$ cat config.mk
export PLATFORM = sky130hd
export DESIGN_NAME = ege_ctrl
export DESIGN_NICKNAME = d
export VERILOG_FILES = /design/src/ege_pkg.sv /design/src/ege_ctrl.sv
export SDC_FILE = /design/constraint.sdc
export NUM_CORES = 1
export LEC_CHECK = 0
export BUFFER_PORTS_ARGS = -buffer_cell sky130_fd_sc_hd__buf_2
export CELL_PAD_IN_SITES_DETAIL_PLACEMENT = 1
export CELL_PAD_IN_SITES_GLOBAL_PLACEMENT = 1
export CORE_MARGIN = 4
export CORE_UTILIZATION = 29
export CTS_CLUSTER_SIZE = 24
export DETAILED_ROUTE_END_ITERATION = 7
export PLACE_DENSITY = 0.81
export SLEW_MARGIN = 10
export SYNTH_ARGS = -nofsm -noshare
export SYNTH_HDL_FRONTEND = slang
export SYNTH_SLANG_ARGS = --single-unit
$ cat constraint.sdc
create_clock -name clk -period 2.9 [get_ports clk]
set_clock_uncertainty 0.15 [all_clocks]
set_input_delay 0.145 -clock clk [delete_from_list [all_inputs] [get_ports clk]]
set_output_delay 0.145 -clock clk [all_outputs]
set_load 0.03 [all_outputs]
$ cat src/ege_pkg.sv
// Package: shared types, constants and state codes for the elliptical erosion block.
`default_nettype none
package ege_pkg;

  localparam int MAX_WIDTH    = 2048;
  localparam int MAX_RADIUS_X = 15;
  localparam int MAX_RADIUS_Y = 15;
  localparam int PIXEL_BITS   = 16;

  localparam int COL_BITS  = $clog2(MAX_WIDTH);
  localparam int RING_ROWS = 2 * MAX_RADIUS_Y + MAX_RADIUS_X + 2;
  localparam int RING_BITS = $clog2(RING_ROWS);
  localparam int MEM_DEPTH = RING_ROWS * MAX_WIDTH;
  localparam int ADDR_BITS = RING_BITS + COL_BITS;
  localparam int HSLOTS    = MAX_RADIUS_X + 1;

  // register indexes on the configuration port
  typedef enum logic [2:0] {
    REG_RAD_H        = 3'd0,
    REG_RAD_V        = 3'd1,
    REG_EDGE_REP     = 3'd2,
    REG_FRAME_WIDTH  = 3'd3,
    REG_FRAME_HEIGHT = 3'd4
  } reg_idx_t;

  typedef struct packed {
    logic [15:0] pixel_in;
    logic        drain;
  } in_item_t;

  typedef struct packed {
    logic [15:0] pixel_out;
    logic        frame_end;
  } out_item_t;

  typedef struct packed {
    logic [3:0]  rad_h;
    logic [3:0]  rad_v;
    logic        edge_rep;
    logic [11:0] frame_width;
    logic [11:0] frame_height;
  } cfg_t;

  typedef enum logic [3:0] {
    S_IDLE,
    S_OPEN,
    S_SETUP,
    S_H_T2,
    S_H_V,
    S_H_N,
    S_H_Q,
    S_H_R,
    S_STORE,
    S_DECIDE,
    S_SCAN,
    S_LAST,
    S_EMIT
  } state_t;

  // controller to datapath
  typedef struct packed {
    logic capture;
    logic open;
    logic setup;
    logic h_t2;
    logic h_v;
    logic h_n;
    logic h_q;
    logic h_r;
    logic store;
    logic scan_init;
    logic scan;
    logic emit;
  } cmd_t;

  // datapath to controller
  typedef struct packed {
    logic frame_open;
    logic n_done;
    logic hgt_last;
    logic want_out;
    logic scan_last;
    logic out_free;
    logic pend;
  } sts_t;

endpackage
`default_nettype wire

$ cat src/ege_ctrl.sv
// Controller: sequences frame opening, height computation, store, window scan and emit.
`default_nettype none
module ege_ctrl
  import ege_pkg::*;
(
  input  wire logic clk,
  input  wire logic rst_n,
  input  wire logic in_valid,
  input  wire logic in_drain,
  output logic      in_ready,
  input  sts_t      sts,
  output cmd_t      cmd
);

  state_t state_r, state_nxt;

  // state register
  always_ff @(posedge clk) begin
    if (!rst_n) state_r <= S_IDLE;
    else        state_r <= state_nxt;
  end

  // next state and commands
  always_comb begin
    state_nxt = state_r;
    cmd       = '0;
    in_ready  = 1'b0;
    unique case (state_r)
      S_IDLE: begin
        in_ready = 1'b1;
        if (in_valid) begin
          cmd.capture = 1'b1;
          if (!in_drain && !sts.frame_open) state_nxt = S_OPEN;
          else if (sts.frame_open)          state_nxt = S_STORE;
        end
      end
      S_OPEN: begin
        cmd.open  = 1'b1;
        state_nxt = S_SETUP;
      end
      S_SETUP: begin
        cmd.setup = 1'b1;
        state_nxt = S_H_T2;
      end
      S_H_T2: begin
        cmd.h_t2  = 1'b1;
        state_nxt = S_H_V;
      end
      S_H_V: begin
        cmd.h_v   = 1'b1;
        state_nxt = S_H_N;
      end
      S_H_N: begin
        cmd.h_n = 1'b1;
        if (sts.n_done) state_nxt = S_H_Q;
      end
      S_H_Q: begin
        cmd.h_q   = 1'b1;
        state_nxt = S_H_R;
      end
      S_H_R: begin
        cmd.h_r   = 1'b1;
        state_nxt = sts.hgt_last ? S_STORE : S_H_T2;
      end
      S_STORE: begin
        cmd.store = 1'b1;
        state_nxt = S_DECIDE;
      end
      S_DECIDE: begin
        if (sts.want_out) begin
          cmd.scan_init = 1'b1;
          state_nxt     = S_SCAN;
        end else begin
          state_nxt = S_IDLE;
        end
      end
      S_SCAN: begin
        cmd.scan = 1'b1;
        if (sts.scan_last) state_nxt = S_LAST;
      end
      S_LAST: begin
        state_nxt = S_EMIT;
      end
      S_EMIT: begin
        if (sts.out_free) begin
          cmd.emit  = 1'b1;
          state_nxt = S_IDLE;
        end
      end
      default: state_nxt = S_IDLE;
    endcase
  end

endmodule
`default_nettype wire

==> impl_results.md <==
- Top Usage Layer GRT: met2
- Final WS setup: 1.02 ns
- XOR/XNOR Fraction of Synth Area: 0
- Routed len/inst: around 14 µm
- Final setup viols: 0
- Antenna Nets Post-Route: 0
- Crit path required time: 2.88 ns
- Tot Pwr: 0.280 mW
- Leak: 0.266 nW
- Via density: 5.37
- Yosys Warn Count: 0
- Largest net degree at the start of global routing: 17
- Register area share after synthesis: 0.185
- Yosys reg bits: 4
- Die height: 46.6 µm
- First-pass iteration count of the detailed router: 2
- CTS Sinks: 4
- Average cell area after synthesis: ~7 µm²
- Max reg flops: 4
- Fmax: 0.532 GHz
- Fillers: 183
- Hold Buf Count CTS: 0
- Hold_ws: 0.0291 ns
- Mux cell area share after synthesis: 0
- H-Tree Depth: 1
- Syn-to-layout area delta: 29.8%
- Multi-input gate area: 315 µm²
- Compound-gate portion of the synthesized area: 0.283
- Pre-CTS setup slack: 1.02 ns
- Worst setup SP type: register
- Via count: between 500 and 600
- Cell area after layout: between 500 and 600 µm²
- Clock transition at path regs: 0.04 ns
- Global-route wire length before repair: 2150 µm
- Initial DRC Count: 7
- # rows: 13
- Mapped Nets: 73
- Slew HR: 0.635
- CTS tree: built
- Antenna violations before repair: 0
- Total gr overflow: 0
- Crit-path slowest cell: dfxtp_1
- PwrDens: between 400 and 500 nW/µm²
- Initial core utilization: 0.321
- Ant diodes: 0
- TNS Setup: 0 ns
- Cells along the critical path: or3b_1 -> a21oi_2 -> a2111oi_2 -> a32o_1
- Num CTS Buffers: 3
- Slew Viols, Final: 0
- Core area: between 1000 and 1500 µm²
- Synth Area in Adders: 0
- Num ports: 24
- Fin crit period: 1.88 ns
- Tcrit/Tclk final: 0.648
- Global-route usage over all layers: 0.135
- # nets final: 96
- Mapped cell area: roughly 430 µm²
- Biggest register: state_r
- GP Congestion: 0.737
- Peak VDD IR: 268 µV
- Fin. Hold Viols: 0
- Post-placement cell area: 539 µm²
- Critical Path End Type: register
- CP Class: reg2reg
- Clock root cell: clkbuf_4
- Reg area: 80.1 µm²
- Post_cts resized: 0
- Placed cells: 95
- Total setup buffers inserted after CTS: 0
- DP Wirelength: 1040 µm
- Vias in the first global route: 491
- Full die area: about 2200 µm²
- Largest regs: state_r (4)
- Post-synth cell types: 30
- Worst-Margin Slew: 0.547 ns
- Final core occ: 0.416
- Share of post-route cells with drive strength above 1: 0.373
- Main combinational cell family by area after synthesis: simple AND/OR/NAND/NOR gates
- Met1 GRT Util: 0.165
- Unrepaired setup endpoints after global routing: false
- Post-synthesis simple-gate area fraction: 0.445
- Met3 GRT Util: 0.0352
- CP Data Arrival Time: 1.86 ns
- Die width: 46.6 µm
- CP max FO: 16
- DRC viols: 0
- Max stage delay on crit path: 0.65 ns
- Final WL: 1350 µm
- Status: complete, no violations
- Hold Path Class: in2reg
- M2 GR Usage: 0.242
- Final Non-Filler Cells: 98
- Max cap viols: 0
- Later-pin clock latency in the skew report: 0.24 ns
- Maximum clock insertion buffer count: 2
- Syn Inst Count: 62
- I/O Buffers: 22
-- logic make-up (layout without fill, tap and decap cells) --
kind of cell | count (synthesis) | count (layout)
buffers and inverters | 8 | 29
DFF | 4 | 4
and+or+nand+nor | 34 | 34
AOI/OAI and AO/OA | 16 | 16
-- final cells by class --
type	instances	area share
multi-input combinational	50	0.561
timing repair buffer	22	0.196
sequential	4	0.143
clock buffer	3	0.0401
tap	15	0.0334
inverter	4	0.0267
-- cells in the final DEF (no fill, tap or decap), types with 2 or more instances in the layout --
master and instances:
or3b_1 2, o22ai_1 2, and2_1 2, nor3_1 8
a22o_1 2, dfxtp_1 4, nand2b_1 2, nand2_1 7
buf_2 22, nor2_1 5, inv_1 3, o21ai_0 3
clkbuf_4 3, a21oi_1 2
-- synth_stat cells, drive strengths merged --
library cell,instances,share of area
o22ai,2,0.029
a22o,2,0.040
o21bai,1,0.017
a41o,1,0.023
nor4,1,0.029
nand2b,3,0.049
a2111oi,2,0.055
dfxtp,4,0.18
and3b,1,0.020
o21ai,3,0.035
a21oi,3,0.043
a32o,1,0.023
inv,4,0.035
o211ai,1,0.017
buf,4,0.052
or2,1,0.014
or3b,2,0.040
or2b,1,0.017
nand2,7,0.061
nand3,1,0.012
nor2b,1,0.014
nor2,5,0.043
nor3,9,0.12
and2,2,0.029
-- power breakdown --
part	total, mW	switching [mW]	internal, mW	leakage (nW)
registers	0.0861	0.0241	0.0620	0.0326
logic	0.124	0.0753	0.0490	0.220
clock network	0.0695	0.0232	0.0463	0.0138
total	0.280	0.123	0.157	0.266
-- routing by layer --
metal,vias to the layer above,part of all wire,wire (µm)
met3,0,0.073,98
met4,0,0,0
met5,-,0,0
met2,17,0.48,640
met1,238,0.45,606
li1,271,-,-
-- critical path: cells and delay by family (launching register included) --
family / cells / cell delay, ns
compound gates: 3 / 0.56
simple gates: 1 / 0.41
flops: 1 / 0.65
-- final timing paths --
path                                 start          to  slack [ns]  cells after the start
worst max-delay path            state_r[2]  state_r[0]        1.02                      4
worst min-delay path                 rst_n  state_r[2]        0.03                      3
worst max register to register  state_r[2]  state_r[0]        1.02                      4
worst min register to register  state_r[2]  state_r[2]        0.55                      1
No activity file was read; power rests on OpenSTA's default activity.
